--- src/design/jse_pkg.sv ---
// shared types, constants and helper functions of the json string escaper
`timescale 1ns / 1ps
`default_nettype none
package jse_pkg;

  localparam int unsigned SEQ_MAX = 12;
  localparam logic [15:0] CAPACITY_MAX = 16'hffff;
  localparam logic [15:0] CAPACITY_RESET = 16'd256;

  localparam logic [7:0] CH_BSLASH = 8'h5c;
  localparam logic [7:0] CH_U = 8'h75;

  localparam logic [20:0] CP_LIMIT = 21'h10ffff;
  localparam logic [20:0] SURR_LO = 21'h00d800;
  localparam logic [20:0] SURR_HI = 21'h00dfff;
  localparam logic [20:0] CP_PLANE1 = 21'h010000;
  localparam logic [15:0] HI_BASE = 16'hd800;
  localparam logic [15:0] LO_BASE = 16'hdc00;

  // one decoded item: the bytes it writes, index 0 goes out first
  typedef struct packed {
    logic [SEQ_MAX-1:0][7:0] bytes;
    logic [3:0] len;
    logic [15:0] base;
    logic done;
    logic [15:0] length;
  } seq_t;

  function automatic logic [7:0] hex_char(input logic [3:0] n);
    logic [7:0] r;
    if (n < 4'd10) r = 8'h30 + {4'b0, n};
    else r = 8'h57 + {4'b0, n};
    return r;
  endfunction

  // \uXXXX with lowercase hex digits
  function automatic logic [5:0][7:0] u16_esc(input logic [15:0] v);
    logic [5:0][7:0] s;
    s[0] = CH_BSLASH;
    s[1] = CH_U;
    s[2] = hex_char(v[15:12]);
    s[3] = hex_char(v[11:8]);
    s[4] = hex_char(v[7:4]);
    s[5] = hex_char(v[3:0]);
    return s;
  endfunction

endpackage
`default_nettype wire

--- src/design/json_string_escaper_utf8.sv ---
// top level of the json string escaper with utf-8 to \u conversion
`timescale 1ns / 1ps
`default_nettype none
// Takes one raw string byte per item on the s_ side and sends the bytes it adds to a JSON
// output buffer on the m_ side, one result per byte, with tlast on the last result of each
// item and tuser set on the terminator that a zero byte writes. Plain text, in which each
// byte writes at most one result, streams at one byte per clock while m_tready is high; an
// item whose escape writes more than one byte (two for a named escape, six for \uXXXX,
// twelve for a surrogate pair) holds the input until its last byte is taken, as the
// output stage sends one byte per cycle while m_tready is high. Items that write nothing
// wait for a free output stage. An item's first result appears once the input register
// and the output stage have taken it. The user must write capacity on the cfg_ port only
// while the block is idle; the block does not enforce it. Zero acts as one.
module json_string_escaper_utf8 (
  input  wire logic        clk,
  input  wire logic        rst,
  input  wire logic        s_tvalid,
  output logic             s_tready,
  input  wire logic [7:0]  s_tdata,   // in_byte
  output logic             m_tvalid,
  input  wire logic        m_tready,
  output logic [39:0]      m_tdata,   // out_byte, out_index, out_length
  output logic             m_tlast,   // run_last
  output logic [0:0]       m_tuser,   // string_done
  input  wire logic        cfg_valid,
  output logic             cfg_ready,
  input  wire logic [15:0] cfg_data   // out_capacity
);
  import jse_pkg::*;

  logic [15:0] out_capacity;
  logic        a_valid;
  logic [7:0]  a_byte;
  logic        take;
  logic        can_load;
  seq_t        seq;

  assign cfg_ready = 1'b1;
  assign take = a_valid && can_load;
  assign s_tready = !a_valid || take;

  always_ff @(posedge clk) begin
    if (rst) begin
      out_capacity <= CAPACITY_RESET;
    end else if (cfg_valid && cfg_ready) begin
      out_capacity <= cfg_data;
    end
  end

  always_ff @(posedge clk) begin
    if (rst) begin
      a_valid <= 1'b0;
    end else if (s_tvalid && s_tready) begin
      a_valid <= 1'b1;
      a_byte <= s_tdata;
    end else if (take) begin
      a_valid <= 1'b0;
    end
  end

  jse_decode u_decode (
    .clk          (clk),
    .rst          (rst),
    .take         (take),
    .in_byte      (a_byte),
    .out_capacity (out_capacity),
    .seq          (seq)
  );

  jse_emit u_emit (
    .clk      (clk),
    .rst      (rst),
    .load     (take && seq.len != 4'd0),
    .seq      (seq),
    .can_load (can_load),
    .m_tvalid (m_tvalid),
    .m_tready (m_tready),
    .m_tdata  (m_tdata),
    .m_tlast  (m_tlast),
    .m_tuser  (m_tuser)
  );

endmodule
`default_nettype wire

--- src/design/jse_decode.sv ---
// string state and per-byte escape decode
`timescale 1ns / 1ps
`default_nettype none
module jse_decode (
  input  wire logic          clk,
  input  wire logic          rst,
  input  wire logic          take,
  input  wire logic [7:0]    in_byte,
  input  wire logic [15:0]   out_capacity,
  output jse_pkg::seq_t      seq
);
  import jse_pkg::*;

  logic [15:0] used_count, used_count_next;
  logic        halted, halted_next;
  logic [20:0] code_accum, code_accum_next;
  logic [1:0]  pending_cont, pending_cont_next;

  logic [15:0] cap;
  logic        fresh;
  logic        code_ev;
  logic [20:0] cp;
  logic [20:0] acc_cat;
  logic [19:0] off;
  logic [7:0]  named;
  logic        named_ev;
  logic [3:0]  esc_len;
  logic [SEQ_MAX-1:0][7:0] esc_bytes;

  always_comb begin
    if (out_capacity == 16'd0) cap = 16'd1;
    else if (out_capacity > CAPACITY_MAX) cap = CAPACITY_MAX;
    else cap = out_capacity;
  end

  always_comb begin
    case (in_byte)
      8'h22:   named = 8'h22;
      8'h5c:   named = 8'h5c;
      8'h08:   named = 8'h62;
      8'h0c:   named = 8'h66;
      8'h0a:   named = 8'h6e;
      8'h0d:   named = 8'h72;
      8'h09:   named = 8'h74;
      default: named = 8'h00;
    endcase
  end

  always_comb begin
    seq = '0;
    used_count_next = used_count;
    halted_next = halted;
    code_accum_next = code_accum;
    pending_cont_next = pending_cont;
    fresh = 1'b1;
    code_ev = 1'b0;
    named_ev = 1'b0;
    cp = '0;
    acc_cat = {code_accum[14:0], in_byte[5:0]};
    off = '0;
    esc_len = '0;
    esc_bytes = '0;

    if (pending_cont != 2'd0 && !halted) begin
      if (in_byte[7:6] == 2'b10) begin
        fresh = 1'b0;
        pending_cont_next = 2'(pending_cont - 2'd1);
        if (pending_cont == 2'd1) begin
          code_ev = 1'b1;
          cp = acc_cat;
          code_accum_next = '0;
        end else begin
          code_accum_next = acc_cat;
        end
      end else begin
        // broken sequence: drop it and treat this byte as new
        pending_cont_next = '0;
        code_accum_next = '0;
      end
    end

    if (fresh) begin
      if (in_byte == 8'h00) begin
        seq.len = 4'd1;
        seq.done = 1'b1;
        seq.length = used_count;
        seq.base = (used_count < cap) ? used_count : 16'(cap - 16'd1);
        used_count_next = '0;
        halted_next = 1'b0;
        code_accum_next = '0;
        pending_cont_next = '0;
      end else if (!halted) begin
        if (named != 8'h00) begin
          named_ev = 1'b1;
        end else if (in_byte < 8'h20) begin
          code_ev = 1'b1;
          cp = {13'b0, in_byte};
        end else if (in_byte < 8'h80) begin
          if ({2'b0, used_count} + 18'd2 > {2'b0, cap}) begin
            halted_next = 1'b1;
          end else begin
            seq.len = 4'd1;
            seq.bytes[0] = in_byte;
            seq.base = used_count;
            used_count_next = 16'(used_count + 16'd1);
          end
        end else if (in_byte[7:5] == 3'b110) begin
          code_accum_next = {16'b0, in_byte[4:0]};
          pending_cont_next = 2'd1;
        end else if (in_byte[7:4] == 4'b1110) begin
          code_accum_next = {17'b0, in_byte[3:0]};
          pending_cont_next = 2'd2;
        end else if (in_byte[7:3] == 5'b11110) begin
          code_accum_next = {18'b0, in_byte[2:0]};
          pending_cont_next = 2'd3;
        end
      end
    end

    if (named_ev) begin
      esc_len = 4'd2;
      esc_bytes[0] = CH_BSLASH;
      esc_bytes[1] = named;
    end else if (code_ev && cp <= CP_LIMIT && !(cp >= SURR_LO && cp <= SURR_HI)) begin
      if (cp < CP_PLANE1) begin
        esc_len = 4'd6;
        esc_bytes[5:0] = u16_esc(cp[15:0]);
      end else begin
        // surrogate pair above the basic plane
        off = 20'(cp - CP_PLANE1);
        esc_len = 4'd12;
        esc_bytes[5:0] = u16_esc(16'(HI_BASE + {6'b0, off[19:10]}));
        esc_bytes[11:6] = u16_esc(16'(LO_BASE + {6'b0, off[9:0]}));
      end
    end

    // an escape is written whole with room for the terminator, or not at all
    if (esc_len != 4'd0 &&
        {2'b0, used_count} + 18'(esc_len) + 18'd1 <= {2'b0, cap}) begin
      seq.len = esc_len;
      seq.bytes = esc_bytes;
      seq.base = used_count;
      used_count_next = 16'(used_count + 16'(esc_len));
    end
  end

  always_ff @(posedge clk) begin
    if (rst) begin
      used_count <= '0;
      halted <= 1'b0;
      code_accum <= '0;
      pending_cont <= '0;
    end else if (take) begin
      used_count <= used_count_next;
      halted <= halted_next;
      code_accum <= code_accum_next;
      pending_cont <= pending_cont_next;
    end
  end

endmodule
`default_nettype wire

--- src/design/jse_emit.sv ---
// output stage: sends the bytes of one decoded item, one result per cycle while m_tready is high
`timescale 1ns / 1ps
`default_nettype none
module jse_emit (
  input  wire logic          clk,
  input  wire logic          rst,
  input  wire logic          load,
  input  wire jse_pkg::seq_t seq,
  output logic               can_load,
  output logic               m_tvalid,
  input  wire logic          m_tready,
  output logic [39:0]        m_tdata,   // out_byte, out_index, out_length
  output logic               m_tlast,
  output logic [0:0]         m_tuser    // string_done
);
  import jse_pkg::*;

  logic [SEQ_MAX-1:0][7:0] bytes;
  logic [3:0]  remain;
  logic [15:0] index;
  logic        done;
  logic [15:0] length;
  logic        pop;

  assign m_tvalid = (remain != 4'd0);
  assign m_tlast = (remain == 4'd1);
  assign pop = m_tvalid && m_tready;
  assign can_load = !m_tvalid || (m_tlast && m_tready);
  assign m_tdata = {length, index, bytes[0]};
  assign m_tuser = done;

  always_ff @(posedge clk) begin
    if (rst) begin
      remain <= '0;
    end else if (load) begin
      remain <= seq.len;
      bytes <= seq.bytes;
      index <= seq.base;
      done <= seq.done;
      length <= seq.length;
    end else if (pop) begin
      remain <= 4'(remain - 4'd1);
      bytes <= bytes >> 8;
      index <= 16'(index + 16'd1);
    end
  end

endmodule
`default_nettype wire

--- config.mk ---
export PLATFORM = sky130hd
export DESIGN_NAME = json_string_escaper_utf8
export DESIGN_NICKNAME = d
export VERILOG_FILES = /design/src/design/jse_pkg.sv /design/src/design/json_string_escaper_utf8.sv /design/src/design/jse_decode.sv /design/src/design/jse_emit.sv
export SDC_FILE = /design/constraint.sdc
export NUM_CORES = 1
export LEC_CHECK = 0
export BUFFER_PORTS_ARGS = -buffer_cell sky130_fd_sc_hd__buf_2
export CAP_MARGIN = 20
export CORE_MARGIN = 3
export CORE_UTILIZATION = 31
export CTS_CLUSTER_SIZE = 28
export DETAILED_ROUTE_END_ITERATION = 16
export SYNTH_ARGS = -nofsm -noshare
export SYNTH_HDL_FRONTEND = slang
export SYNTH_HIERARCHICAL = 1
export SYNTH_SLANG_ARGS = --single-unit
--- constraint.sdc ---
create_clock -name clk -period 13.7 [get_ports clk]
set_input_delay 1.37 -clock clk [delete_from_list [all_inputs] [get_ports clk]]
set_output_delay 1.37 -clock clk [all_outputs]
set_load 0.05 [all_outputs]
* Yosys cells after proc, flatten, opt, wreduce, memory -nomap -nowiden
Index checks and enable logic that the tools add are counted.
** Storage, ports and cells
- Flip-flop bits (word level) :: 198
- Bits of input ports :: 29
- Word-level logic and storage cells :: 233
** Cells by class
- Add/subtract/negate cells :: 36
- $lt $le $gt $ge :: 22
- Eq/ne operators :: 17
- Multiplexer cells :: 101
- Bitwise gates (word level) :: 1
- Reduce and logical (&&, ||, !) cells :: 33
** Operators with widths (count)
- 21-bit two-way mux :: 20
- 96-bit two-way mux :: 3
- 16-bit two-way mux :: 14
- 28-bit two-way mux :: 5
- 116-bit two-way mux :: 1
- 8-bit two-way mux :: 13
- 7-bit by 4-bit adder with 8-bit output, first input constant :: 12
- 48-bit two-way mux :: 2
- 6-bit by 4-bit adder with 7-bit output, first input constant :: 12
- 80-bit two-way mux :: 1
- 7-bit case mux with 7 select lines :: 1
- 4-bit less-than comparator, second input constant :: 12
- 45-bit two-way mux :: 1
- 8-bit by 4-bit equality test with 1-bit output, second input constant :: 5
- 15-bit by 11-bit adder with 16-bit output, first input constant :: 2
- 16-bit by 1-bit adder with 16-bit output, second input constant :: 2
- 1-bit two-way mux :: 22
- 2-bit two-way mux :: 11
- 21-bit by 16-bit >= comparator with 1-bit output, second input constant :: 1
- 21-bit by 16-bit less-or-equal comparator with 1-bit output, second input constant :: 1
- 21-bit less-or-equal comparator, second input constant :: 1
- 21-bit by 17-bit less-than comparator with 1-bit output, second input constant :: 1
- 20-bit two-way mux :: 1
- 4-bit two-way mux :: 5
- other kinds (37) :: 61

* Depth between registers and ports, before layout
Gate-level depths: netlist of run 1.
- Depth in word-level cells :: 24
- Mapped depth :: 41
- Mapped depth without buffers :: 36

* Hierarchy
The synthesis of run 1 kept the hierarchy.
** By module, submodules not included
- jse_decode :: times used 1, cells an instance 895, area an instance 6278.5 µm²
- jse_emit :: times used 1, cells an instance 353, area an instance 5731.7 µm²
- json_string_escaper_utf8 :: times used 1, cells an instance 69, area an instance 894.6 µm²

* Worst setup path after synthesis of run 1
Ideal clock, no wire load.
- Path type :: reg2reg
- From :: register a_byte[5]
- To :: register u_emit/bytes[10] (netlist bit) (enable)
- Setup time :: 584 ps
- Arrival :: 12417 ps
- Data required time :: 13116 ps
- Setup slack :: 699 ps
- Cell stages (with the launch flop) :: 39
- Buffers on the path :: 6
- Period minus slack after synthesis :: 13001 ps
- Path through :: edfxtp_1 > nor2b_1 > and3_1 > or3_1 > buf_2 > o41ai_4 > nand2_1 > inv_1 > ha_1 > nand4_1 > or4_1 > a221o_1 > nand3_1 > o21ai_0 > ha_1 > fa_1 > a21o_1 > nand2_1 > [3 not listed] > ha_1 > a21o_1 > a221o_1 > a21oi_1 > o2111a_1 > nor2_1 > or2_2 > clkbuf_1 > inv_1 > nand2_2 > buf_2 > inv_1 > o41a_1 > clkbuf_1 > buf_2 > clkbuf_1 > a21oi_1 > nor2_1
** RTL lines
- start: declaration :: line json_string_escaper_utf8.sv:33 : logic [7:0] a_byte;
- start signal: assignment :: line json_string_escaper_utf8.sv:55 : a_byte <= s_tdata;
- end signal: assignment :: line jse_emit.sv:37 : bytes <= seq.bytes;
- end signal: assignment :: line jse_emit.sv:43 : bytes <= bytes >> 8;
- end: declaration :: line jse_emit.sv:18 : logic [SEQ_MAX-1:0][7:0] bytes;

==> tab_implementation.tex, run 1 <==
\begin{tabular}{lr}
\hline
Metric & Value \\
\hline
\multicolumn{2}{l}{\textbf{Status}} \\
Status & finished clean \\
\multicolumn{2}{l}{\textbf{STA}} \\
RSZ-0062 raised after global routing & false \\
Accumulated negative setup slack & 0 ns \\
Number of setup violations in the final report & 0 \\
Final WS setup & 3.11 ns \\
Remaining max-slew budget at the tightest pin & 39.6\% \\
Total count of max-transition violations in the final report & 0 \\
Share of the clock period used by the worst path after layout & 77.3\% \\
Final clock skew & 0.0171 ns \\
Minimum clock period & 10.59 ns \\
Highest Clock Rate & 94.4 MHz \\
Final hold violations & 0 \\
Transition time of the tightest slew-check pin & 0.905 ns \\
\multicolumn{2}{l}{\textbf{Drt}} \\
Total met3 wirelength after detailed routing & 1220 um \\
DRC errors left & 0 \\
Number of iterations in the first detailed-routing pass & 6 \\
Topmost layer with routed signal wires & met5 \\
M1 WL & 14000 um \\
Drt wl/cell & 17.5 um \\
DR vias/cell & 5.20 \\
Number of design-rule violations left by the first detailed-router iteration & 769 \\
Sum of met2 wire segment lengths after detailed routing & 16700 um \\
Total Routed Length & 32600 um \\
Post-detailed-route count of antenna-violating nets & 0 \\
Total number of vias & 9676 \\
\multicolumn{2}{l}{\textbf{Cells and area}} \\
Area growth from synthesis to final layout & 8.62\% \\
Fraction of layout cells with a size suffix above 1 & 17.5\% \\
Final antenna diode count & 0 \\
Number of nets in the layout & 1426 \\
Number of cells in the finished layout apart from fillers & $\sim$1900 \\
\multicolumn{2}{l}{\textbf{Place}} \\
Cell count after placement & 1828 \\
Sum of net half-perimeters after detailed placement & 23600 um \\
Number of port buffers & 72 \\
Routability-driven placement congestion ratio & approximately 0.91 \\
Worst setup slack after placement & between 3 and 4 ns \\
\multicolumn{2}{l}{\textbf{Clocking}} \\
Number of sinks handled by clock tree synthesis & 192 \\
Worst-skew pair later-pin latency & 0.46 ns \\
Library cell used as clock root buffer & sky130\_fd\_sc\_hd\_\_clkbuf\_16 \\
Post-cts repair resize count & 0 \\
Total of hold buffers inserted after clock tree synthesis & 0 \\
Number of buffers created by CTS & 17 \\
Clock tree from TritonCTS & built \\
Clock-pin slew reported for the worst setup and hold paths after clock tree synthesis & 0.08 ns \\
Clock Path Buffers & 2 \\
Max H-tree Level & 4 \\
Post-CTS setup buffers & 0 \\
\multicolumn{2}{l}{\textbf{Worst setup path}} \\
Master of the slowest instance on the critical path & sky130\_fd\_sc\_hd\_\_buf\_4 \\
Category of the critical setup timing path & flop to flop \\
Endpoint kind of the worst setup timing path & flop \\
Largest stage delay on the critical path & a little under 0.8 ns \\
Number of cells traversed by the worst register-to-register path & 34 \\
Highest fanout seen on the critical path & between 70 and 80 \\
Arrival time worst endpoint & 10.74 ns \\
Worst endpoint required time & between 10 and 15 ns \\
Worst Setup Start Kind & flop \\
\multicolumn{2}{l}{\textbf{Yosys}} \\
Dominant synthesized flop cell & sky130\_fd\_sc\_hd\_\_edfxtp\_1 \\
Count of mapped cells out of synthesis & 1317 \\
Biggest area contributors in the synthesized netlist & sky130\_fd\_sc\_hd\_\_edfxtp\_1 (32\%), sky130\_fd\_sc\_hd\_\_dfxtp\_1 (8.5\%), sky130\_fd\_sc\_hd\_\_mux2\_2 (8.0\%), sky130\_fd\_sc\_hd\_\_ha\_1 (7.7\%), sky130\_fd\_sc\_hd\_\_nor2\_1 (4.0\%) \\
Netlist Area Pre-Place & $\sim$13000 um2 \\
YS warnings & 6 \\
Share of flip-flops with an asynchronous set or reset & 0\% \\
Most area-hungry cell type in the Yosys netlist & sky130\_fd\_sc\_hd\_\_edfxtp\_1 \\
Count of cell types in the netlist & 84 \\
Number of storage elements in the synthesis netlist & 192 \\
Dominant cell by count in the synthesized netlist & sky130\_fd\_sc\_hd\_\_nor2\_1 \\
Area share of the largest cell type after synthesis & 31.9\% \\
Top cells by instance count after synthesis & sky130\_fd\_sc\_hd\_\_nor2\_1 (138), sky130\_fd\_sc\_hd\_\_edfxtp\_1 (137), sky130\_fd\_sc\_hd\_\_mux2\_2 (92) \\
Sequential area share after synthesis & 40.4\% \\
Number of flops mapped to enable cells by yosys & 137 \\
Avg Cell Area, Syn & 9.80 um2 \\
\multicolumn{2}{l}{\textbf{Pwr}} \\
Sequential Power Share & 44.5\% \\
Total power density per cell area & $\sim$130 nW/um2 \\
Clock power frac & roughly 29\% \\
Logic gate share of total power & a little over a quarter \\
Sw Ratio & between 30\% and 40\% \\
P\_leak & 5.31 nW \\
Switching component of the power & between 0.6 and 0.7 mW \\
Pint & 1.18 mW \\
Peak supply drop & approximately 0.000065 V \\
\multicolumn{2}{l}{\textbf{Job}} \\
Number of violations of the max-capacitance limit & 0 \\
\multicolumn{2}{l}{\textbf{Global routing}} \\
Initial antenna violation count & 2 \\
Final global-route overflow total & 0 \\
GRT Util Overall & 14.6\% \\
Vias in the first global route & 9452 \\
First-pass GRT wire length & about 52000 um \\
Maximum number of pins on one net before global-route repair & 75 \\
\multicolumn{2}{l}{\textbf{Floorplanning}} \\
Top-level I/O count & 74 \\
Chip height & 210 um \\
Effective utilization at floorplan & 31.5\% \\
Die outline area & 44100 um2 \\
Core Footprint & 41000 um2 \\
Number of standard-cell rows in the floorplan & 74 \\
DIE WIDTH & 210 um \\
\multicolumn{2}{l}{\textbf{Hold path}} \\
Hold-critical path depth & 2 \\
Class of the most critical hold timing path & flop to flop \\
\hline
\end{tabular}
-- layout by cell type, fill, tap and decap left out, types with 20 or more instances in the layout --
| cell type | Yosys | layout |
|---|---|---|
| sky130_fd_sc_hd__and2_1 | 30 | 30 |
| sky130_fd_sc_hd__nand3_1 | 28 | 28 |
| sky130_fd_sc_hd__nor3_1 | 26 | 26 |
| sky130_fd_sc_hd__inv_1 | 57 | 57 |
| sky130_fd_sc_hd__dfxtp_1 | 55 | 55 |
| sky130_fd_sc_hd__xnor2_1 | 51 | 51 |
| sky130_fd_sc_hd__mux2_2 | 92 | 92 |
| sky130_fd_sc_hd__mux2i_1 | 20 | 20 |
| sky130_fd_sc_hd__nand2_1 | 84 | 84 |
| sky130_fd_sc_hd__conb_1 | 2 | 24 |
| sky130_fd_sc_hd__nor2_1 | 138 | 137 |
| sky130_fd_sc_hd__buf_2 | 25 | 72 |
| sky130_fd_sc_hd__edfxtp_1 | 137 | 137 |
| sky130_fd_sc_hd__a21oi_1 | 59 | 59 |
| sky130_fd_sc_hd__o21ai_0 | 39 | 39 |
| sky130_fd_sc_hd__xor2_1 | 22 | 22 |
| sky130_fd_sc_hd__ha_1 | 79 | 79 |
-- per-stage QoR --
step                cell area [um2]  hold slack, ns  utilization [%]  power, mW
floorplan                     13000           0.467                -       1.20
global placement              13400           0.497             32.7       1.29
detailed placement            13400           0.513             32.7       1.30
CTS                           14000           0.525             34.2       1.82
global route                  14000           0.553             34.2       1.90
finish                        14000           0.522             34.2       1.80
-- worst paths after layout --
path | slack, ns | start | endpoint
min reg2reg | 0.52 | a_valid | a_valid
max reg2reg | 3.11 | a_byte[3] | u_emit/length[13]
min | 0.52 | a_valid | a_valid
max | 3.11 | a_byte[3] | u_emit/length[13]
-- registers in the layout, indices dropped and copies added (netlist names), 2 cells and up --
| register | cells |
|---|---|
| u_decode/used_count | 16 |
| u_decode/pending_cont | 2 |
| u_emit/m_tdata | 8 |
| u_decode/code_accum | 15 |
| u_emit/remain | 4 |
| out_capacity | 16 |
| u_emit/length | 16 |
| a_byte | 8 |
| u_emit/index | 16 |
| u_emit/bytes | 88 |
-- power groups by stage --
| stage | registers (mW) | logic (mW) | clock network, mW |
|---|---|---|---|
| floorplan | 0.843 | 0.357 | 0 |
| global placement | 0.814 | 0.472 | 0 |
| detailed placement | 0.816 | 0.480 | 0 |
| CTS | 0.803 | 0.482 | 0.535 |
| global route | 0.813 | 0.523 | 0.559 |
| finish | 0.802 | 0.478 | 0.520 |
-- layout make-up --
| cell class | count | area (um2) |
|---|---|---|
| Tap cell | 532 | 666 |
| Multi-Input combinational cell | 960 | 6830 |
| Inverter | 58 | 218 |
| Clock buffer | 18 | 450 |
| Fill cell | 4156 | 27000 |
| Timing Repair Buffer | 87 | 473 |
| Clock inverter | 14 | 161 |
| Sequential cell | 192 | 5220 |
-- per-layer routing --
layer | vias up | GRT usage [%]
li1 | 4698 | -
met4 | 4 | 4.39
met1 | 4676 | 18.0
met2 | 247 | 26.2
met5 | - | 0
met3 | 51 | 2.44
-- cells by family after synthesis --
| group | after synthesis | share of synthesized area, % |
|---|---|---|
| and+or+nand+nor | 419 | 16.3 |
| AOI/OAI and AO/OA | 250 | 13.3 |
| DFF | 192 | 40.4 |
| buffers and inverters | 187 | 7.34 |
| muxes | 113 | 9.67 |
| adders and majority gates | 81 | 7.97 |
| xor gates and xnor gates | 73 | 4.95 |
| other | 2 | 0.0582 |
-- worst max-delay path: cells and delay by family, from the launching register on --
kind | cells | cell delay (ns)
and+or+nand+nor | 13 | 3.52
AOI/OAI and AO/OA | 11 | 2.37
buffers and inverters | 5 | 2.25
adders and majority gates | 4 | 1.27
DFF | 1 | 0.72
xor gates and xnor gates | 1 | 0.08
Note: power is estimated with default switching activity, not from simulation.
==> inputs of run 2 (changes only) <==
--- a/config.mk
+++ b/config.mk
@@ -5,6 +5,7 @@
 export SDC_FILE = /design/constraint.sdc
 export NUM_CORES = 1
 export LEC_CHECK = 0
+export ABC_AREA = 1
 export BUFFER_PORTS_ARGS = -buffer_cell sky130_fd_sc_hd__buf_2
 export CAP_MARGIN = 20
 export CORE_MARGIN = 3
==> constraint.sdc (replaced) <==
create_clock -name clk -period 10.78 [get_ports clk]
set_input_delay 1.078 -clock clk [delete_from_list [all_inputs] [get_ports clk]]
set_output_delay 1.078 -clock clk [all_outputs]
set_load 0.05 [all_outputs]
==> run 2 against run 1 <==
Maximum frequency is 10% higher. Worst setup slack got worse by 1.9 ns. Non-clock buffer count shrank 2. Clock skew is 0.0029 ns lower. Synthesized area rose by 6.4%. Critical path depth increased by 14. Largest cell class unchanged. Largest power group unchanged.
==> tab_implementation.tex, run 2 <==
\begin{tabular}{lr}
\hline
Metric & Value \\
\hline
\multicolumn{2}{l}{\textbf{Yosys}} \\
Area fraction in compound gates after synthesis & 10.4\% (-2.9 points) \\
Avg Cell Area, Syn & 7.41 um2 (-24\%) \\
Count of mapped cells out of synthesis & 1853 (+41\%) \\
Dominant synthesized flop cell & sky130\_fd\_sc\_hd\_\_edfxtp\_1 \\
Area share of the largest cell type after synthesis & 30.0\% (-1.9 points) \\
Number of flops mapped to enable cells by yosys & 137 (unchanged) \\
Number of storage elements in the synthesis netlist & 192 (unchanged) \\
Synth Area in XOR/XNOR & 4.15\% (-0.81 points) \\
Largest family of logic cells by synthesized area & simple AND/OR/NAND/NOR gates \\
Most area-hungry cell type in the Yosys netlist & sky130\_fd\_sc\_hd\_\_edfxtp\_1 \\
Biggest area contributors in the synthesized netlist & sky130\_fd\_sc\_hd\_\_edfxtp\_1 (30\%), sky130\_fd\_sc\_hd\_\_nand2\_1 (16\%), sky130\_fd\_sc\_hd\_\_dfxtp\_1 (8.0\%), sky130\_fd\_sc\_hd\_\_ha\_1 (7.2\%), sky130\_fd\_sc\_hd\_\_nor2\_1 (6.5\%) \\
Netlist Area Pre-Place & 13700 um2 (+6.4\%) \\
Share of flip-flops with an asynchronous set or reset & 0\% (unchanged) \\
Count of cell types in the netlist & 63 (-25\%) \\
Fraction of the mapped netlist area in adder cells & 7.49\% (-0.48 points) \\
Top cells by instance count after synthesis & sky130\_fd\_sc\_hd\_\_nand2\_1 (573), sky130\_fd\_sc\_hd\_\_nor2\_1 (239), sky130\_fd\_sc\_hd\_\_inv\_1 (149) \\
Share of cell area taken by muxes after synthesis & 0.0729\% (-9.6 points) \\
Synth Area in Simple Gates & 30.4\% (+14 points) \\
Dominant cell by count in the synthesized netlist & sky130\_fd\_sc\_hd\_\_nand2\_1 \\
YS warnings & 6 (unchanged) \\
Sequential area share after synthesis & 38.0\% (-2.4 points) \\
\multicolumn{2}{l}{\textbf{STA}} \\
Minimum clock period & 9.59 ns (-0.998 ns) \\
Accumulated negative setup slack & 0 ns (unchanged) \\
Final clock skew & 0.0142 ns (-0.00289 ns) \\
Total count of max-transition violations in the final report & 0 (unchanged) \\
Final hold violations & 0 (unchanged) \\
RSZ-0062 raised after global routing & false \\
Transition time of the tightest slew-check pin & 0.864 ns (-0.0417 ns) \\
Number of setup violations in the final report & 0 (unchanged) \\
Remaining max-slew budget at the tightest pin & 42.4\% (+2.8 points) \\
Share of the clock period used by the worst path after layout & 89.0\% (+12 points) \\
Highest Clock Rate & 104 MHz (+10\%) \\
\multicolumn{2}{l}{\textbf{Worst setup path}} \\
Arrival time worst endpoint & 9.73 ns (-1.01 ns) \\
Worst Setup Start Kind & flop \\
Highest fanout seen on the critical path & 64 (-14\%) \\
Origin of the worst setup path & u\_decode/pending\_cont[0] \\
Largest stage delay on the critical path & 0.59 ns (-0.19 ns) \\
Worst-case register-to-register setup slack & 1.19 ns (-1.92 ns) \\
Worst endpoint required time & 10.92 ns (-2.92 ns) \\
Endpoint kind of the worst setup timing path & flop \\
Category of the critical setup timing path & flop to flop \\
Most prevalent standard cell on the critical path & sky130\_fd\_sc\_hd\_\_nand2\_1 \\
Reg-to-reg startpoint & u\_decode/pending\_cont[0] \\
Master of the slowest instance on the critical path & sky130\_fd\_sc\_hd\_\_nor2\_4 \\
\multicolumn{2}{l}{\textbf{Pwr}} \\
Power consumption & 2.68 mW (+49\%) \\
Logic gate share of total power & 34.8\% (+8.2 points) \\
Peak supply drop & 0.000123 V (+89\%) \\
Switching component of the power & 1.11 mW (+79\%) \\
Pint & 1.57 mW (+33\%) \\
Total power density per cell area & 179 nW/um2 (+39\%) \\
Clock power frac & 24.3\% (-4.6 points) \\
P\_leak & 6.49 nW (+22\%) \\
Sw Ratio & 41.3\% (+7.0 points) \\
Sequential Power Share & 40.9\% (-3.6 points) \\
\multicolumn{2}{l}{\textbf{Floorplanning}} \\
Effective utilization at floorplan & 31.6\% (+0.14 points) \\
Core Footprint & 43500 um2 (+5.9\%) \\
DIE WIDTH & 216 um (+3.1\%) \\
Number of standard-cell rows in the floorplan & 76 (+2.7\%) \\
Top-level I/O count & 74 (unchanged) \\
Die outline area & 46900 um2 (+6.2\%) \\
Chip height & 216 um (+3.1\%) \\
\multicolumn{2}{l}{\textbf{Clocking}} \\
Number of sinks handled by clock tree synthesis & 192 (unchanged) \\
Clock Path Buffers & 2 (unchanged) \\
Max H-tree Level & 4 (unchanged) \\
Post-CTS setup buffers & 0 (unchanged) \\
Post-cts repair resize count & 0 (unchanged) \\
Clock-pin slew reported for the worst setup and hold paths after clock tree synthesis & 0.08 ns (about the same) \\
Number of buffers created by CTS & 17 (unchanged) \\
Library cell used as clock root buffer & sky130\_fd\_sc\_hd\_\_clkbuf\_16 \\
Worst-skew pair later-pin latency & 0.47 ns (about the same) \\
Total of hold buffers inserted after clock tree synthesis & 0 (unchanged) \\
Clock tree from TritonCTS & built \\
\multicolumn{2}{l}{\textbf{Drt}} \\
Total number of vias & 12300 (+27\%) \\
Total Routed Length & 39800 um (+22\%) \\
DR vias/cell & 4.98 (-4.2\%) \\
Drt wl/cell & 16.1 um (-8.1\%) \\
DRC errors left & 0 (unchanged) \\
Post-detailed-route count of antenna-violating nets & 0 (unchanged) \\
Number of iterations in the first detailed-routing pass & 6 (unchanged) \\
Number of design-rule violations left by the first detailed-router iteration & 1195 (+55\%) \\
\multicolumn{2}{l}{\textbf{Cells and area}} \\
Fillcell total & 4566 (+9.9\%) \\
Largest register FFs & 88 (unchanged) \\
Fraction of layout cells with a size suffix above 1 & 8.87\% (-8.6 points) \\
Area growth from synthesis to final layout & 9.13\% \\
Final antenna diode count & 0 (unchanged) \\
Commonest non-fill, non-tap cells in the layout & sky130\_fd\_sc\_hd\_\_nand2\_1 (573), sky130\_fd\_sc\_hd\_\_nor2\_1 (238), sky130\_fd\_sc\_hd\_\_inv\_1 (149), sky130\_fd\_sc\_hd\_\_edfxtp\_1 (137), sky130\_fd\_sc\_hd\_\_nand3\_1 (91) \\
Number of cells in the finished layout apart from fillers & 2468 (+33\%) \\
Commonest non-fill, non-tap cell in the layout & sky130\_fd\_sc\_hd\_\_nand2\_1 \\
Largest register by flop count & u\_emit/bytes \\
Number of nets in the layout & 1980 (+39\%) \\
\multicolumn{2}{l}{\textbf{Hold path}} \\
Class of the most critical hold timing path & flop to flop \\
Hold Crit Start & u\_decode/code\_accum[8] \\
\multicolumn{2}{l}{\textbf{Global routing}} \\
Maximum number of pins on one net before global-route repair & 121 (+61\%) \\
Initial antenna violation count & 1 (-1) \\
GRT Util Overall & 16.8\% (+2.2 points) \\
First-pass GRT wire length & 62900 um (+22\%) \\
Final global-route overflow total & 0 (unchanged) \\
Vias in the first global route & 11300 (+19\%) \\
\multicolumn{2}{l}{\textbf{Place}} \\
Number of port buffers & 72 (unchanged) \\
Routability-driven placement congestion ratio & 0.928 (+1.6\%) \\
Sum of net half-perimeters after detailed placement & 29500 um (+25\%) \\
Cell count after placement & 2433 (+33\%) \\
\multicolumn{2}{l}{\textbf{Status}} \\
Status & finished clean \\
\multicolumn{2}{l}{\textbf{Job}} \\
Number of violations of the max-capacitance limit & 0 (unchanged) \\
\hline
\end{tabular}
run 2: cell count changes in the layout (fill, tap and decap cells not counted), moves of 50 or more:
cell and delta:
sky130_fd_sc_hd__nand2_1 +489, sky130_fd_sc_hd__mux2_2 -92, sky130_fd_sc_hd__nand3_1 +63, sky130_fd_sc_hd__xnor2_1 -50, sky130_fd_sc_hd__inv_1 +92, sky130_fd_sc_hd__nor2_1 +101
run 2: power groups by stage:
stage	sequential, mW	combinational [mW]	clock, mW
floorplan	1.16	0.646	0
global placement	1.11	0.900	0
detailed placement	1.11	0.912	0
CTS	1.10	0.914	0.672
global route	1.12	1.04	0.698
finish	1.10	0.933	0.650
run 2: per-stage QoR:
stage / util (%) / setup slack (ns) / hold WS, ns / cell area (um2)
6_report: 34.5 / 1.19 / 0.472 / 15000
5_1_grt: 34.5 / 0.0408 / 0.491 / 15000
4_1_cts: 34.3 / 1.02 / 0.479 / 14900
3_5_place_dp: 32.9 / 1.05 / 0.465 / 14300
3_3_place_gp: 32.9 / 1.37 / 0.455 / 14300
2_1_floorplan: - / 1.10 / 0.445 / 13800
run 2: worst paths after layout:
check                      endpoint  depth (start not counted)
max                u_emit/bytes[57]                         48
min          u_decode/code_accum[8]                          2
max reg2reg        u_emit/bytes[57]                         48
min reg2reg  u_decode/code_accum[8]                          2
run 2: kinds of logic (layout without fill, tap and decap cells):
| group | count (synthesis) | count (layout) |
|---|---|---|
| other | 2 | 24 |
| AND/OR/NAND/NOR | 1000 | 1000 |
| flip-flops | 192 | 192 |
| XOR/XNOR | 65 | 65 |
| AO/OA/AOI/OAI | 239 | 239 |
| adder cells (fa/ha/maj) | 81 | 81 |
| multiplexers | 1 | 1 |
| buffers and inverters | 273 | 281 |
run 2: critical path: cells and delay by family (launching register included):
family                   cells  cell delay [ns]
AND/OR/NAND/NOR             25             4.63
buffers and inverters        8             1.42
flip-flops                   1             0.38
XOR/XNOR                     1             0.15
adder cells (fa/ha/maj)      5             1.16
AO/OA/AOI/OAI                9             1.44
run 2: layout make-up:
| class | instances | area (um2) | share of cell area (%) |
|---|---|---|---|
| clock buffers | 17 | 425 | 2.84 |
| inverters | 164 | 622 | 4.15 |
| well taps | 585 | 732 | 4.88 |
| flip-flops and latches | 192 | 5220 | 34.8 |
| multi-input cells | 1410 | 7310 | 48.8 |
| clock inverters | 15 | 180 | 1.20 |
| repair buffers | 85 | 498 | 3.32 |
run 2: layer usage:
metal | wire length (um) | up-vias | track usage, %
met5 | 20 | - | 0
met4 | 593 | 2 | 4.55
met3 | 2700 | 47 | 2.75
met2 | 17000 | 440 | 24.9
met1 | 19400 | 5740 | 25.1
li1 | - | 6067 | -
==> inputs of run 3 (changes only) <==
==> constraint.sdc (replaced) <==
create_clock -name clk -period 7.9 [get_ports clk]
set_input_delay 0.79 -clock clk [delete_from_list [all_inputs] [get_ports clk]]
set_output_delay 0.79 -clock clk [all_outputs]
set_load 0.05 [all_outputs]
==> run 3 against run 2 <==
Critical path depth increased by 1. Worst setup slack got worse by 0.47 ns. First-iteration DRC count decreased by 10%. Hold slack got worse by 0.0025 ns. Register-to-register slack got worse by 0.47 ns. Highest routed layer is now met4. Maximum frequency increased by 34%. Clock skew increased by 0.0080 ns. Critical path type unchanged.
==> tab_implementation.tex, run 3 (same netlist as run 2, synthesis figures left out) <==
\begin{tabular}{lr}
\hline
Metric & Value \\
\hline
\multicolumn{2}{l}{\textbf{Cells and area}} \\
Core occupancy in the finished layout & 35.3\% (+0.82 points) \\
Commonest non-fill, non-tap cell in the layout & sky130\_fd\_sc\_hd\_\_nand2\_1 \\
Area growth from synthesis to final layout & 11.7\% \\
Commonest non-fill, non-tap cells in the layout & sky130\_fd\_sc\_hd\_\_nand2\_1 (567), sky130\_fd\_sc\_hd\_\_nor2\_1 (232), sky130\_fd\_sc\_hd\_\_inv\_1 (144), sky130\_fd\_sc\_hd\_\_edfxtp\_1 (137), sky130\_fd\_sc\_hd\_\_nand3\_1 (89) \\
Number of cells in the finished layout apart from fillers & 2498 (+1.2\%) \\
Final antenna diode count & 0 (unchanged) \\
Fraction of layout cells with a size suffix above 1 & 11.6\% (+2.7 points) \\
Number of nets in the layout & 2010 (+1.5\%) \\
Largest register by flop count & u\_emit/bytes \\
Largest register FFs & 88 (unchanged) \\
Fillcell total & 4634 (+1.5\%) \\
\multicolumn{2}{l}{\textbf{Worst setup path}} \\
Origin of the worst setup path & a\_byte[6] \\
Number of cells traversed by the worst register-to-register path & 49 (+2.1\%) \\
Endpoint kind of the worst setup timing path & flop \\
Worst Setup Start Kind & flop \\
Reg-to-reg startpoint & a\_byte[6] \\
Arrival time worst endpoint & 7.32 ns (-2.41 ns) \\
Category of the critical setup timing path & flop to flop \\
Worst path depth & 49 (+2.1\%) \\
Master of the slowest instance on the critical path & sky130\_fd\_sc\_hd\_\_edfxtp\_1 \\
Worst endpoint required time & 8.04 ns (-2.88 ns) \\
Highest fanout seen on the critical path & 52 (-19\%) \\
Bufs and invs on worst path & 8 (unchanged) \\
Largest stage delay on the critical path & 0.46 ns (-0.13 ns) \\
Cell class contributing the biggest share of worst-path delay & simple AND/OR/NAND/NOR gates \\
\multicolumn{2}{l}{\textbf{Drt}} \\
DRC errors left & 0 (unchanged) \\
Post-detailed-route count of antenna-violating nets & 0 (unchanged) \\
Number of iterations in the first detailed-routing pass & 5 (-1) \\
Total Routed Length & 40300 um (+1.4\%) \\
DR vias/cell & 4.92 (-1.3\%) \\
Total number of vias & 12300 (-0.12\%) \\
Number of design-rule violations left by the first detailed-router iteration & 1076 (-10\%) \\
Drt wl/cell & 16.1 um (+0.17\%) \\
\multicolumn{2}{l}{\textbf{STA}} \\
Total count of max-transition violations in the final report & 0 (unchanged) \\
Final clock skew & 0.0222 ns (+0.00803 ns) \\
Remaining max-slew budget at the tightest pin & 46.2\% (+3.8 points) \\
RSZ-0062 raised after global routing & false \\
Accumulated negative setup slack & 0 ns (unchanged) \\
Final hold violations & 0 (unchanged) \\
Transition time of the tightest slew-check pin & 0.806 ns (-0.0580 ns) \\
Highest Clock Rate & 139 MHz (+34\%) \\
Minimum clock period & 7.18 ns (-2.41 ns) \\
Final WS setup & 0.715 ns (-0.471 ns) \\
Share of the clock period used by the worst path after layout & 90.9\% (+1.9 points) \\
Number of setup violations in the final report & 0 (unchanged) \\
Hold\_ws & 0.469 ns (-0.00254 ns) \\
\multicolumn{2}{l}{\textbf{Clocking}} \\
Worst-skew pair later-pin latency & 0.47 ns (about the same) \\
Number of sinks handled by clock tree synthesis & 192 (unchanged) \\
Clock tree from TritonCTS & built \\
Number of buffers created by CTS & 17 (unchanged) \\
Max H-tree Level & 4 (unchanged) \\
Clock-pin slew reported for the worst setup and hold paths after clock tree synthesis & 0.08 ns (about the same) \\
Clock Path Buffers & 2 (unchanged) \\
Library cell used as clock root buffer & sky130\_fd\_sc\_hd\_\_clkbuf\_16 \\
\multicolumn{2}{l}{\textbf{Global routing}} \\
Gr busiest metal & met1 \\
Global-route met1 utilization & 26.1\% (+0.96 points) \\
Met2 demand-to-capacity share in global routing & 25.6\% (+0.72 points) \\
Vias in the first global route & 11600 (+2.7\%) \\
Initial antenna violation count & 0 (-1) \\
GR Layer Usage met3 & 2.69\% (-0.056 points) \\
Maximum number of pins on one net before global-route repair & 83 (-31\%) \\
First-pass GRT wire length & 64600 um (+2.7\%) \\
GRT Util Overall & 17.3\% (+0.49 points) \\
Final global-route overflow total & 0 (unchanged) \\
\multicolumn{2}{l}{\textbf{Pwr}} \\
Peak supply drop & 0.000177 V (+44\%) \\
Sequential Power Share & 40.0\% (-0.9 points) \\
Switching component of the power & 1.48 mW (+34\%) \\
Sw Ratio & 39.7\% (-1.6 points) \\
Total power density per cell area & 244 nW/um2 (+36\%) \\
P\_leak & 6.65 nW (+2.4\%) \\
Pint & 2.25 mW (+43\%) \\
Clock power frac & 24.8\% (+0.5 points) \\
Logic gate share of total power & 35.3\% (+0.5 points) \\
\multicolumn{2}{l}{\textbf{Hold path}} \\
Class of the most critical hold timing path & flop to flop \\
Hold Crit Start & u\_decode/code\_accum[14] \\
Hold-critical path depth & 2 (unchanged) \\
\multicolumn{2}{l}{\textbf{Status}} \\
Status & finished clean \\
\multicolumn{2}{l}{\textbf{Job}} \\
Number of violations of the max-capacitance limit & 0 (unchanged) \\
\multicolumn{2}{l}{\textbf{Floorplanning}} \\
Core Footprint & 43500 um2 (unchanged) \\
Effective utilization at floorplan & 31.6\% (unchanged) \\
DIE WIDTH & 216 um (unchanged) \\
Number of standard-cell rows in the floorplan & 76 (unchanged) \\
Chip height & 216 um (unchanged) \\
Die outline area & 46900 um2 (unchanged) \\
Top-level I/O count & 74 (unchanged) \\
\multicolumn{2}{l}{\textbf{Place}} \\
Worst setup slack after placement & 0.169 ns (-0.881 ns) \\
Sum of net half-perimeters after detailed placement & 30500 um (+3.3\%) \\
Routability-driven placement congestion ratio & 0.953 (+2.8\%) \\
Number of port buffers & 72 (unchanged) \\
Cell count after placement & 2463 (+1.2\%) \\
\hline
\end{tabular}
==> run 3: cell types whose count changed in the layout (fill, tap and decap cells not counted), moves of 3 or more <==
cell | previous run | this run
sky130_fd_sc_hd__buf_4 | 11 | 38
sky130_fd_sc_hd__nand2_1 | 573 | 567
sky130_fd_sc_hd__nor2_1 | 238 | 232
sky130_fd_sc_hd__nor2_2 | 7 | 13
sky130_fd_sc_hd__inv_1 | 149 | 144
sky130_fd_sc_hd__nand2_2 | 6 | 11
sky130_fd_sc_hd__inv_2 | 6 | 10
sky130_fd_sc_hd__inv_8 | 6 | 2
sky130_fd_sc_hd__bufinv_16 | 0 | 3
==> run 3: timing repair <==
item                                    4_1_cts  5_1_grt
resized for setup                             0        7
hold buffers                                  0        0
endpoints found under the setup margin        0      209
buffers inserted                              0        2
==> run 3: tightest hold or removal path, cell delays in order, from the launching register on <==
cell and delay, ns:
sky130_fd_sc_hd__dfxtp_1 0.31, sky130_fd_sc_hd__nand2_1 0.06, sky130_fd_sc_hd__a21oi_1 0.06
==> run 3: final timing paths <==
path	endpoint	slack, ns
worst min-delay path	u_decode/code_accum[14]	0.47
worst max register to register	u_emit/length[6]	0.72
worst min register to register	u_decode/code_accum[14]	0.47
worst max-delay path	u_emit/length[6]	0.72
==> run 3: power by group through the flow <==
stage          Combinational, mW  Sequential, mW  Clock [mW]
6_report                    1.32            1.49       0.925
5_1_grt                     1.47            1.52       0.991
3_5_place_dp                1.30            1.52           0
3_3_place_gp                1.29            1.52           0
4_1_cts                     1.30            1.50       0.957
2_1_floorplan              0.896            1.58           0
==> run 3: metrics by stage <==
stage	power, mW	cell area (um2)
after global routing	3.98	15300
after detailed placement	2.82	14700
final	3.74	15300
after floorplan	2.47	14000
after CTS	3.76	15300
after global placement	2.80	14700
==> run 3: per-layer routing <==
metal,up-vias,part of all wire [%]
li1,6139,-
met1,5762,50
met2,342,42
met3,38,6.3
met4,0,1.5
met5,-,0
==> run 3: area by class of cell <==
class	instances	area (um2)	share of cell area [%]
Clock inverter	15	200	1.30
Sequential cell	192	5220	34.0
Clock buffer	17	425	2.77
Timing Repair Buffer	114	703	4.58
Tap cell	585	732	4.77
Multi-Input combinational cell	1411	7430	48.5
Inverter	164	632	4.12
